==> src/hdl/panv_pkg.sv <==
// ----------------------------------------------------------------------------
// panv_pkg
// Shared types and constants of the path arc-length / nearest-vertex block.
// ----------------------------------------------------------------------------
`default_nettype none
package panv_pkg;
	localparam int MAX_VERTICES_DEF = 256;
	localparam int FRAC_BITS_DEF    = 8;
	localparam logic [17:0] SCALE_ONE = 18'd65536;
	localparam logic [17:0] SCALE_MAX = 18'd262143;

	typedef enum logic [3:0] {
		ST_IDLE,
		ST_LOAD_RD,
		ST_LOAD_SQ,
		ST_LOAD_SQRT,
		ST_LOAD_WR,
		ST_CLOSE_RD,
		ST_CLOSE_SQ,
		ST_CLOSE_SQRT,
		ST_DIV,
		ST_EMIT,
		ST_QRY_RD,
		ST_QRY_CMP,
		ST_QRY_POS_RD,
		ST_QRY_MUL,
		ST_QRY_EMIT
	} panv_state_t;

	// controller to datapath
	typedef struct packed {
		logic capture;       // latch request fields
		logic new_path;      // clear path state before storing
		logic rd_prev;       // read vertex count-1
		logic rd_last;       // read vertex count-1 for closing chord
		logic rd_first;      // read vertex 0 / first scan entry
		logic rd_next;       // read next scan entry
		logic rd_pos;        // read position of best
		logic sq;            // compute squared distance
		logic sqrt_start;
		logic add_len;
		logic wr_vertex;
		logic div_start;
		logic cmp;
		logic mul;
		logic emit_len;
		logic emit_qry;
		logic emit_empty;
		logic set_closed;
	} panv_cmd_t;

	// datapath to controller
	typedef struct packed {
		logic is_query;
		logic last_pt;
		logic closed;
		logic cnt_zero;
		logic cnt_full;
		logic have_prev;
		logic sqrt_done;
		logic div_done;
		logic scan_last;
	} panv_stat_t;
endpackage
`default_nettype wire

==> src/hdl/panv_ctrl.sv <==
// ----------------------------------------------------------------------------
// panv_ctrl
// Sequencer for load, close and query requests.
// ----------------------------------------------------------------------------
`default_nettype none
module panv_ctrl import panv_pkg::*; (
	input  wire logic       clk,
	input  wire logic       arst_n,
	input  wire logic       start,
	output logic            busy,
	input  wire panv_stat_t stat,
	output panv_cmd_t       cmd
);
	panv_state_t state_q, state_d;
	logic newp_q, newp_d;

	always_ff @(posedge clk or negedge arst_n) begin
		if (!arst_n) begin
			state_q <= ST_IDLE;
			newp_q  <= 1'b0;
		end else begin
			state_q <= state_d;
			newp_q  <= newp_d;
		end
	end

	// next state and commands
	always_comb begin
		state_d = state_q;
		newp_d  = newp_q;
		cmd     = '0;
		busy    = (state_q != ST_IDLE);
		case (state_q)
			ST_IDLE: begin
				if (start) begin
					cmd.capture = 1'b1;
					state_d = ST_LOAD_RD;
				end
			end
			ST_LOAD_RD: begin
				if (stat.is_query) begin
					if (stat.cnt_zero) begin
						cmd.emit_empty = 1'b1;
						state_d = ST_QRY_EMIT;
					end else begin
						cmd.rd_first = 1'b1;
						state_d = ST_QRY_RD;
					end
				end else if (stat.closed) begin
					cmd.new_path = 1'b1;
				end else if (stat.cnt_full) begin
					state_d = ST_LOAD_WR;
				end else if (stat.have_prev) begin
					cmd.rd_prev = 1'b1;
					state_d = ST_LOAD_SQ;
				end else begin
					state_d = ST_LOAD_WR;
				end
			end
			ST_LOAD_SQ: begin
				cmd.sq = 1'b1;
				newp_d = 1'b1;
				state_d = ST_LOAD_SQRT;
			end
			ST_LOAD_SQRT: begin
				if (newp_q) begin
					cmd.sqrt_start = 1'b1;
					newp_d = 1'b0;
				end else if (stat.sqrt_done) begin
					cmd.add_len = 1'b1;
					state_d = ST_LOAD_WR;
				end
			end
			ST_LOAD_WR: begin
				cmd.wr_vertex = !stat.cnt_full;
				if (!stat.last_pt) state_d = ST_QRY_EMIT;
				else state_d = ST_CLOSE_RD;
			end
			ST_CLOSE_RD: begin
				if (stat.cnt_zero) begin
					state_d = ST_DIV;
					newp_d = 1'b1;
				end else begin
					cmd.rd_last  = 1'b1;
					cmd.rd_first = 1'b1;
					state_d = ST_CLOSE_SQ;
				end
			end
			ST_CLOSE_SQ: begin
				cmd.sq = 1'b1;
				newp_d = 1'b1;
				state_d = ST_CLOSE_SQRT;
			end
			ST_CLOSE_SQRT: begin
				if (newp_q) begin
					cmd.sqrt_start = 1'b1;
					newp_d = 1'b0;
				end else if (stat.sqrt_done) begin
					cmd.add_len = 1'b1;
					newp_d = 1'b1;
					state_d = ST_DIV;
				end
			end
			ST_DIV: begin
				if (newp_q) begin
					cmd.div_start = 1'b1;
					newp_d = 1'b0;
				end else if (stat.div_done) begin
					state_d = ST_EMIT;
				end
			end
			ST_EMIT: begin
				cmd.emit_len   = 1'b1;
				cmd.set_closed = 1'b1;
				state_d = ST_QRY_EMIT;
			end
			ST_QRY_RD: begin
				state_d = ST_QRY_CMP;
			end
			ST_QRY_CMP: begin
				cmd.sq = 1'b1;
				state_d = ST_QRY_POS_RD;
			end
			ST_QRY_POS_RD: begin
				cmd.cmp = 1'b1;
				if (stat.scan_last) begin
					state_d = ST_QRY_MUL;
				end else begin
					cmd.rd_next = 1'b1;
					state_d = ST_QRY_CMP;
				end
			end
			ST_QRY_MUL: begin
				if (!newp_q) begin
					cmd.rd_pos = 1'b1;
					newp_d = 1'b1;
				end else begin
					cmd.mul = 1'b1;
					newp_d = 1'b0;
					state_d = ST_QRY_EMIT;
				end
			end
			ST_QRY_EMIT: begin
				if (stat.is_query && !stat.cnt_zero && !newp_q) begin
					cmd.emit_qry = 1'b1;
					newp_d = 1'b1;
				end else begin
					newp_d = 1'b0;
					state_d = ST_IDLE;
				end
			end
			default: state_d = ST_IDLE;
		endcase
	end
endmodule
`default_nettype wire

==> config.mk <==
export PLATFORM = sky130hd
export DESIGN_NAME = panv_ctrl
export DESIGN_NICKNAME = d
export VERILOG_FILES = /design/src/hdl/panv_pkg.sv /design/src/hdl/panv_ctrl.sv
export SDC_FILE = /design/constraint.sdc
export NUM_CORES = 1
export LEC_CHECK = 0
export BUFFER_PORTS_ARGS = -buffer_cell sky130_fd_sc_hd__buf_4
export CAP_MARGIN = 15
export CORE_AREA = 2 2 44 46
export DETAILED_ROUTE_END_ITERATION = 12
export DIE_AREA = 0 0 46 48
export PLACE_DENSITY = 0.74
export SLEW_MARGIN = 20
export SYNTH_ARGS = -nofsm -noshare
export SYNTH_HDL_FRONTEND = slang
export SYNTH_SLANG_ARGS = --single-unit
==> constraint.sdc <==
create_clock -name clk -period 2.2 [get_ports clk]
set_clock_uncertainty 0.15 [all_clocks]
set_input_delay 0.11 -clock clk [delete_from_list [all_inputs] [get_ports clk]]
set_output_delay 0.11 -clock clk [all_outputs]
set_load 0.01 [all_outputs]
Word-level counts from Yosys, hierarchy flattened --
Cells that the tools add are included.
Operators by class: shifts and indexed selects 0, mux-type cells 52, bitwise gates (word level) 0, equality and inequality tests 25, $mul 0, magnitude comparators 0, add/subtract/negate cells 0, divide/modulo/power cells 0, reduce and logical (&&, ||, !) cells 14
Operator list (count):
- 4-bit one-hot mux with 15 select lines | 1
- 4-bit 2-to-1 mux | 14
- 4-bit equality test (second input constant) | 7
- 1-bit 2-to-1 mux | 28
- 2-bit != test (second input constant) | 10
- 4-bit by 3-bit equality test with 1-bit output (second input constant) | 4
- 10-bit AND reduction | 1
- 3-bit 2-to-1 mux | 3
- 4-bit by 2-bit equality test with 1-bit output (second input constant) | 2
- 2-bit 2-to-1 mux | 4
- 1-bit one-hot mux with 6 select lines | 1
- 6-bit nonzero test | 1
- 2-bit OR reduction | 3
- 4-bit by 1-bit equality test with 1-bit output (second input constant) | 1
- 4-bit zero test | 1
- 4-bit nonzero test | 1
- 1-bit zero test | 3
- 3-bit != test (second input constant) | 1
- 3-bit OR reduction | 1
- 1-bit logical AND | 2
- 1-bit one-hot mux with 2 select lines | 1
- 2-bit AND reduction | 1
Storage, ports and cells: bits in registers 5, word-level logic and storage cells 93, memories 0, latch bits 0, bits in read-only memories 0, RAM bits 0

Logic depth before layout (Yosys ltp) --
Gate-level depths: netlist (run 1).
depth in word-level cells 5, depth in mapped cells 6

Worst setup path before layout (run 1) --
OpenSTA, ideal clock, no wires.
path kind flip-flop to output port, start point register state_q[1], end point output cmd[15] (netlist name), setup slack 0.612 ns, arrival 1.328 ns, cell stages (with the launch flop) 5, cells stage by stage dfrtp_1 > or2b_1 > buf_2 > nand2b_1 > nor4_1
RTL lines:
- start, declared | line panv_ctrl.sv:14 | panv_state_t state_q, state_d;
- start signal, assigned | line panv_ctrl.sv:22 | state_q <= state_d;
- end, declared | line panv_ctrl.sv:12 | output panv_cmd_t cmd

==> results of run 1 <==
[cells in the final DEF, fill, tap and decap left out, types with 2 or more instances in the layout]
master,n
dfrtp_1,5
nor3b_1,2
nor4_1,4
a21oi_1,8
nor2b_1,7
clkbuf_4,3
nand3b_1,3
nor3_1,6
o211ai_1,2
nand3_1,2
o21ai_0,8
inv_1,2
a21o_1,3
nor2_1,8
nand2_1,5
and3_1,3
nand2b_1,8
buf_4,37
[how the worst min path moves through the flow]
stage / start / slack (ns) / to
5_1_grt: arst_n / 0.07 / state_q[2]
4_1_cts: arst_n / 0.05 / state_q[3]
6_report: arst_n / 0.08 / state_q[3]
3_3_place_gp: arst_n / -0.24 / state_q[2]
3_5_place_dp: arst_n / -0.24 / state_q[3]
2_1_floorplan: arst_n / -0.34 / newp_q
[logic make-up (layout without fill, tap and decap cells)]
logic type,after synthesis,in the layout,share of synthesized area [%]
AO/OA/AOI/OAI,30,30,27.8
buffers and inverters,14,44,10.4
XOR/XNOR,1,1,1.13
flip-flops,5,5,16.2
AND/OR/NAND/NOR,55,55,44.5
[critical path: cells and delay by family (launching register included)]
kind,cells,cell delay (ns)
buf+inv,2,0.33
flops,1,0.55
simple gates,3,0.64
[cell usage after synthesis (2+ instances only)]
| master | n |
|---|---|
| o211ai_1 | 2 |
| nor3b_1 | 2 |
| o21ai_0 | 8 |
| and3_1 | 3 |
| buf_2 | 7 |
| nand2b_1 | 8 |
| buf_6 | 2 |
| nand3b_1 | 3 |
| a21oi_1 | 8 |
| inv_1 | 2 |
| nor2b_1 | 7 |
| a21o_1 | 3 |
| dfrtp_1 | 5 |
| nor4_1 | 4 |
| nor2_1 | 8 |
| nand2_1 | 5 |
| nand3_1 | 2 |
| nor3_1 | 6 |
[power groups by stage]
stage | Sequential [mW] | Clock (mW) | Combinational [mW]
2_1_floorplan | 0.174 | 0 | 0.860
3_3_place_gp | 0.263 | 0 | 1.03
3_5_place_dp | 0.267 | 0 | 1.04
4_1_cts | 0.266 | 0.112 | 1.05
5_1_grt | 0.282 | 0.122 | 1.16
6_report | 0.269 | 0.106 | 1.05
[stage by stage]
step | instances | instance area (um^2) | setup WS (ns)
after global routing | 152 | 1040 | 0.0501
after CTS | 152 | 1040 | 0.146
final | 152 | 1040 | 0.171
after floorplan | 105 | 773 | 0.612
after global placement | 147 | 1000 | 0.401
after detailed placement | 147 | 1000 | 0.365
[sequential cells by signal, indices dropped and copies added (netlist names)]
register,flops
state_q,4
newp_q,1
[layer usage]
layer	up-vias	global-route usage [%]	wire, um
met5	-	0	0
met4	0	3.43	0
met3	0	3.40	136
met2	42	38.1	1120
met1	414	28.5	917
li1	441	-	-
[repair_timing]
| item | 4_1_cts | 5_1_grt |
|---|---|---|
| hold buffers | 1 | 0 |
| endpoints found under the hold margin | 5 | 0 |
| resized for setup | 0 | 0 |
[area by class of cell]
cell class                 count  area (um^2)
tap                           17         21.3
clock buffer                   4         26.3
fill                         160          653
timing repair buffer          38          288
inverter                       2         7.51
sequential                     5          125
multi-input combinational     86          568
==> results by group, run 1 <==
Run status
  • Status: complete, no violations

STA
  • Final Hold Vio Count: 0
  • Slew of the pin with the lowest slew margin: between 0.4 and 0.5 ns
  • Tcrit/Tclk final: between 90% and 100%
  • Max Slew Vio Count: 0
  • Unrepaired setup endpoints after global routing: false
  • Slew margin rel.: between 70 and 80%
  • Worst hold slack: approximately 0.075 ns
  • Setup TNS: 0 ns
  • Setup violations, final: 0
  • Minimum clock period: about 2.0 ns
  • Peak Freq: between 400 and 500 MHz

Clocking
  • Clock latency on the worst-skew pair: about 0.24 ns
  • TritonCTS clock tree: yes
  • Clock-pin slew on the worst setup and hold paths: ~0.040 ns
  • Clk sinks: 5
  • Postcts setup bufs: 0
  • Total CTS buffers: 3
  • Bufs on Longest Clock Path: 2
  • H-tree lvl count: 1
  • Root buffer cell: clkbuf_4

Synthesis
  • Synth area leader: dfrtp_1
  • Number of flops mapped to enable cells by yosys: 0
  • Ys Warns: 0
  • Top FF cell, synth: dfrtp_1
  • Mapped cell area: approximately 770 um^2
  • Synthesized instance count: 105
  • Seq cells post-synth: 5
  • Share of the synthesized area in the top cell type: ~16%
  • Synth cell types: 38
  • Top cells by area, synth: dfrtp_1 (16%), nand2b_1 (6.5%), nor2b_1 (5.7%)
  • Syn nets: about 120
  • Register area share after synthesis: between 10% and 20%
  • Syn Area/Cell: 7.36 um^2
  • Ys async rst share: 100%

Pwr
  • Pwr dens: 1380 mW/mm^2
  • Comb power frac: about three quarters
  • Sw Share: 50.6%
  • Int Power: 0.706 mW
  • NetSw: 0.722 mW
  • Final Power: approximately 1.4 mW
  • Max VDD drop: around 1000 uV
  • Clock power frac: 7.4%
  • Sequential share of power: 18.9%
  • Static Leakage: between 0.4 and 0.5 nW

Drt
  • Via count: roughly 900
  • DRT antenna net count: 0
  • Avg Vias per Cell: ~6
  • Drt first pass iters: 4
  • Mean routed wirelength per cell: about 14 um
  • Detailed-route DRC error count: 0
  • Final wirelength: approximately 2200 um
  • First DRT Iteration DRCs: 30

Floorplan
  • I/O pins: 31
  • Total Die Area: roughly 0.0022 mm^2
  • Starting density of the core: a little under half
  • Core ar.: between 0.0015 and 0.002 mm^2
  • Die Wd: around 46 um
  • Die height: between 40 and 50 um
  • Std-Cell Rows: 15

Hold path
  • Worst Hold Class: input port to async pin

Worst setup path
  • CP Max Fanout: 12
  • Max stage delay cell, worst path: dfrtp_1
  • Worst R2R Setup Slack: roughly 0.34 ns
  • Peak per-stage delay on the critical path: 0.55 ns
  • WP data required: a little under 2 ns
  • RR Startpoint: state_q[3]
  • Critical path, cell by cell: or2b_1, buf_4, nand2b_1, nor4_1, buf_4
  • Crit end category: primary output
  • FF-to-FF path depth: 6
  • CP arrival: ~1.8 ns
  • Type of origin of the critical path: flop
  • Cell mode on critical path: buf_4
  • R2r endpoint: state_q[1]
  • WS Path Type: flop to primary output
  • CP startpoint: state_q[0]
  • Crit path capture: cmd[15]

GRT
  • Aggregate global-route resource usage: between 20% and 30%
  • First-pass GRT wire length: 3460 um
  • Pin count of the biggest net entering global routing: 22
  • Total grt overflow: 0
  • Antenna violations before repair: 0
  • Vias in the first global route: about 750

Layout
  • Core Util, Final: between 60% and 70%
  • Share of cells above drive strength 1: about a third
  • # nets final: around 150
  • Area grow syn2layout: 34.0%
  • Ant. Diodes: 0

Job
  • Max cap viols: 0

Place
  • Port Buffers: 30
  • GPL Wtd Cong: 0.922
  • DP HPWL: approximately 1700 um
Note: power is estimated with default switching activity, not from simulation.
==> run 2, diff against run 1 <==
- HOLD_SLACK_MARGIN: default -> 0.15
- REMOVE_ABC_BUFFERS: default -> 1
==> run 2 against run 1 <==
Against the previous run: first-iteration DRC count up 23%; largest power group unchanged; combinational power barely moved; setup slack improved by 0.0027 ns; highest routed layer unchanged; critical path type unchanged.
==> results by group, run 2 (synthesis results as in run 1) <==
STA
  • Tcrit/Tclk final: 92.1%
  • Unrepaired setup endpoints after global routing: false
  • Final Hold Vio Count: 0
  • Setup violations, final: 0
  • Worst hold slack: roughly 0.19 ns
  • Slew margin rel.: 65.5%
  • Setup TNS: 0 ns
  • Minimum clock period: 2.03 ns
  • Slew of the pin with the lowest slew margin: approximately 0.52 ns
  • Peak Freq: about 490 MHz
  • Max Slew Vio Count: 0

Floorplan
  • Std-Cell Rows: 15
  • Total Die Area: 0.00221 mm^2
  • Starting density of the core: 45.8%
  • Core ar.: approximately 0.0017 mm^2
  • Die Wd: between 40 and 50 um
  • I/O pins: 31
  • Die height: between 40 and 50 um

Layout
  • Most frequent cells in the layout: buf_4 (36), nand2b_1 (8), nor2_1 (8), a21oi_1 (8), o21ai_0 (8)
  • FF/Latch Area: approximately 130 um^2
  • Ant. Diodes: 0
  • Area of the multi-input gates: 568 um^2
  • Register with the most flip-flops: state_q
  • Final instance area: about 0.0010 mm^2
  • Most common cell after layout, fill and taps aside: buf_4
  • Max reg flops: 4
  • Area grow syn2layout: 34.3%
  • Fillers: roughly 160
  • Share of cells above drive strength 1: around a third
  • # nets final: between 100 and 150
  • Largest regs: state_q (4), newp_q (1)

Worst setup path
  • WS Path Type: flop to primary output
  • CP arrival: approximately 1.8 ns
  • Type of origin of the critical path: flop
  • Crit end category: primary output
  • CP Max Fanout: 13
  • FF-to-FF path depth: 6
  • WP data required: ~1.9 ns

Drt
  • Detailed-route DRC error count: 0
  • First DRT Iteration DRCs: 37
  • Final wirelength: 2230 um
  • Drt first pass iters: 5
  • Avg Vias per Cell: 5.90
  • Mean routed wirelength per cell: about 15 um
  • Via count: approximately 900
  • DRT antenna net count: 0

Pwr
  • Static Leakage: about 0.46 nW
  • Final Power: 1.41 mW
  • Pwr dens: roughly 1400 mW/mm^2
  • Max VDD drop: between 800 and 900 uV

GRT
  • Antenna violations before repair: 0
  • First-pass GRT wire length: around 3600 um
  • Pin count of the biggest net entering global routing: 19
  • Vias in the first global route: approximately 770
  • Aggregate global-route resource usage: about 22%
  • Total grt overflow: 0

Place
  • Port Buffers: 30
  • Dpl cell area: around 990 um^2
  • DP HPWL: between 1500 and 2000 um
  • GPL Wtd Cong: just under 0.9

Clocking
  • Postcts setup bufs: 0
  • Total CTS buffers: 3
  • TritonCTS clock tree: yes
  • Clock latency on the worst-skew pair: 0.24 ns
  • H-tree lvl count: 1
  • Clock-pin slew on the worst setup and hold paths: ~0.050 ns
  • Clk sinks: 5
  • Root buffer cell: clkbuf_4
  • Bufs on Longest Clock Path: 2

Hold path
  • Worst Hold Depth: 4
  • Worst Hold Class: input port to flop

Job
  • Max cap viols: 0

Run status
  • Status: complete, no violations
run 2: path summary, 6_finish.rpt:
check                                start          to  slack (ns)
worst max-delay path            state_q[1]     cmd[15]        0.17
worst min-delay path               stat[5]      newp_q        0.19
worst max register to register  state_q[1]  state_q[2]        0.31
worst min register to register      newp_q      newp_q        0.63
max in group asynchronous           arst_n      newp_q        1.04
min in group asynchronous           arst_n  state_q[0]        0.65
run 2: worst max-delay path, stage by stage, from the launching register on:
cell	delay, ns
dfrtp_1	0.51
or2b_1	0.29
buf_4	0.18
nand2b_1	0.14
nor4_1	0.24
buf_4	0.17
run 2: area by class of cell:
type,count,area share (%)
multi-input cells,86,54.7
repair buffers,38,28.0
flip-flops and latches,5,12.0
clock buffers,4,2.53
well taps,17,2.05
inverters,2,0.723
run 2: per-stage QoR:
stage	util [%]	setup slack [ns]	cells
final	61.5	0.173	152
after global routing	61.5	0.0306	152
after CTS	61.5	0.171	152
after detailed placement	58.7	0.331	146
after global placement	58.7	0.356	146
after floorplan	-	0.222	93
run 2: what timing repair did:
item | 4_1_cts | 5_1_grt
hold buffers | 2 | 0
resized for setup | 0 | 0
hold endpoints to repair | 5 | 0
run 2: report_power, final:
| part | switching [mW] | internal, mW | leakage [nW] |
|---|---|---|---|
| sequential | 0.146 | 0.145 | 0.0586 |
| combinational | 0.535 | 0.482 | 0.389 |
| clock | 0.0378 | 0.0686 | 0.0150 |
| total | 0.718 | 0.696 | 0.462 |
run 2: routing by layer:
layer	global-route usage (%)	wire length, um	vias up
li1	-	-	440
met1	27.9	951	420
met2	39.2	1130	37
met3	5.66	147	0
met4	2.29	0	0
met5	0	0	-
==> run 3, diff against run 2 <==
- REMOVE_ABC_BUFFERS: 1 -> default
- SLEW_MARGIN: 20 -> 30
==> run 3 against run 2 <==
Against the previous run: sequential cell count unchanged; via count decreased by 1.0%; clock power about the same; critical path depth unchanged; first-iteration DRC count decreased by 22%; non-clock buffer count increased by 1; register-to-register slack improved by 0.03 ns; setup slack got worse by 0.0020 ns; hold slack improved by 0.0063 ns; die area unchanged; utilization increased by 0.44 points; critical path type unchanged; largest cell class unchanged; highest routed layer unchanged.
==> results by group, run 3 (synthesis results as in run 1) <==
Run status
  • Status: complete, no violations

Drt
  • M1 WL: ~920 um
  • Metal3 WL: ~120 um
  • Mean routed wirelength per cell: between 10 and 15 um
  • Drt first pass iters: 4
  • DRT antenna net count: 0
  • First DRT Iteration DRCs: 29
  • Final wirelength: between 2000 and 2500 um
  • Detailed-route DRC error count: 0
  • Via count: about 890
  • Avg Vias per Cell: 5.80
  • Met2 wire length: between 1000 and 1500 um
  • Max layer used: met3

Layout
  • Area grow syn2layout: 35.3%
  • # nets final: 149
  • Share of cells above drive strength 1: roughly a third
  • Most common cell after layout, fill and taps aside: buf_4
  • Max reg flops: 4
  • Largest regs: state_q (4), newp_q (1)
  • FF/Latch Area: 125 um^2
  • Ant. Diodes: 0
  • Fillers: roughly 160
  • Most frequent cells in the layout: buf_4 (37), nand2b_1 (8), nor2_1 (8), a21oi_1 (8), o21ai_0 (8)
  • Core Util, Final: between 60% and 70%
  • Register with the most flip-flops: state_q
  • Area of the multi-input gates: approximately 570 um^2

Place
  • DP HPWL: 1670 um
  • GPL Wtd Cong: 0.922
  • Port Buffers: 30

STA
  • Peak Freq: 493 MHz
  • Tcrit/Tclk final: 92.2%
  • Minimum clock period: between 2 and 2.5 ns
  • Final Hold Vio Count: 0
  • Unrepaired setup endpoints after global routing: false
  • Max Slew Vio Count: 0
  • Setup violations, final: 0
  • Slew margin rel.: a little over 70%
  • Setup TNS: 0 ns
  • Slew of the pin with the lowest slew margin: about 0.41 ns

Worst setup path
  • CP arrival: ~1.8 ns
  • Type of origin of the critical path: flop
  • CP Max Fanout: 12
  • WP data required: approximately 1.9 ns
  • Crit end category: primary output
  • WS Path Type: flop to primary output

Floorplan
  • Die Wd: approximately 46 um
  • Total Die Area: roughly 0.0022 mm^2
  • Die height: approximately 48 um
  • Std-Cell Rows: 15
  • I/O pins: 31
  • Starting density of the core: ~46%
  • Core ar.: 0.00169 mm^2

GRT
  • Vias in the first global route: approximately 750
  • First-pass GRT wire length: roughly 3500 um
  • Antenna violations before repair: 0
  • Total grt overflow: 0
  • Aggregate global-route resource usage: a little over a fifth
  • Pin count of the biggest net entering global routing: 22

Pwr
  • Static Leakage: between 0.4 and 0.5 nW
  • Final Power: 1.43 mW
  • Max VDD drop: roughly 1000 uV
  • Pwr dens: approximately 1400 mW/mm^2

Clocking
  • Clock-pin slew on the worst setup and hold paths: approximately 0.040 ns
  • Total CTS buffers: 3
  • H-tree lvl count: 1
  • Post-cts sizing count: 0
  • Clk sinks: 5
  • TritonCTS clock tree: yes
  • Clock latency on the worst-skew pair: 0.24 ns
  • Root buffer cell: clkbuf_4
  • Bufs on Longest Clock Path: 2

Job
  • Max cap viols: 0

Hold path
  • Worst Hold Class: input port to flop
-- run 3: where the power goes --
group	switching, mW	internal, mW	total (mW)	leakage (nW)
logic	0.559	0.493	1.05	0.393
registers	0.124	0.145	0.270	0.0586
clock network	0.0378	0.0686	0.106	0.0150
-- run 3: metrics by stage --
step	worst slack, ns	instances	hold slack (ns)	cell area, um^2
2_1_floorplan	0.612	105	-0.336	773
3_3_place_gp	0.401	147	-0.239	1000
3_5_place_dp	0.365	147	-0.237	1000
4_1_cts	0.146	153	0.195	1050
5_1_grt	0.0501	153	0.241	1050
6_report	0.171	153	0.201	1050
-- run 3: final timing paths --
kind / from / end / slack [ns] / cells after the start
max: state_q[0] / cmd[15] / 0.17 / 5
min: stat[6] / state_q[2] / 0.20 / 4
max reg2reg: state_q[3] / state_q[1] / 0.34 / 6
min reg2reg: newp_q / newp_q / 0.62 / 2
max in group asynchronous: arst_n / state_q[1] / 1.06 / 3
min in group asynchronous: arst_n / state_q[3] / 0.65 / 3
-- run 3: area by class of cell --
class,instances,area share [%]
Multi-Input combinational cell,86,54.3
Sequential cell,5,12.0
Clock buffer,4,2.51
Tap cell,17,2.03
Inverter,2,0.718
Timing Repair Buffer,39,28.5
-- run 3: per-layer routing --
layer,vias up,track usage [%]
met4,0,3.43
met5,-,0
met1,413,28.5
met2,33,38.1
met3,0,3.40
li1,442,-
-- run 3: repair_timing --
action                                 CTS  global route
endpoints found under the hold margin    5             0
hold buffers                             2             0
setup buffers                            0             0
-- run 3: worst max-delay path, cell delays in order (launching register included) --
cell and delay [ns]:
dfrtp_1 0.54, or2b_1 0.28, buf_4 0.17, nand2b_1 0.14, nor4_1 0.22, buf_4 0.16
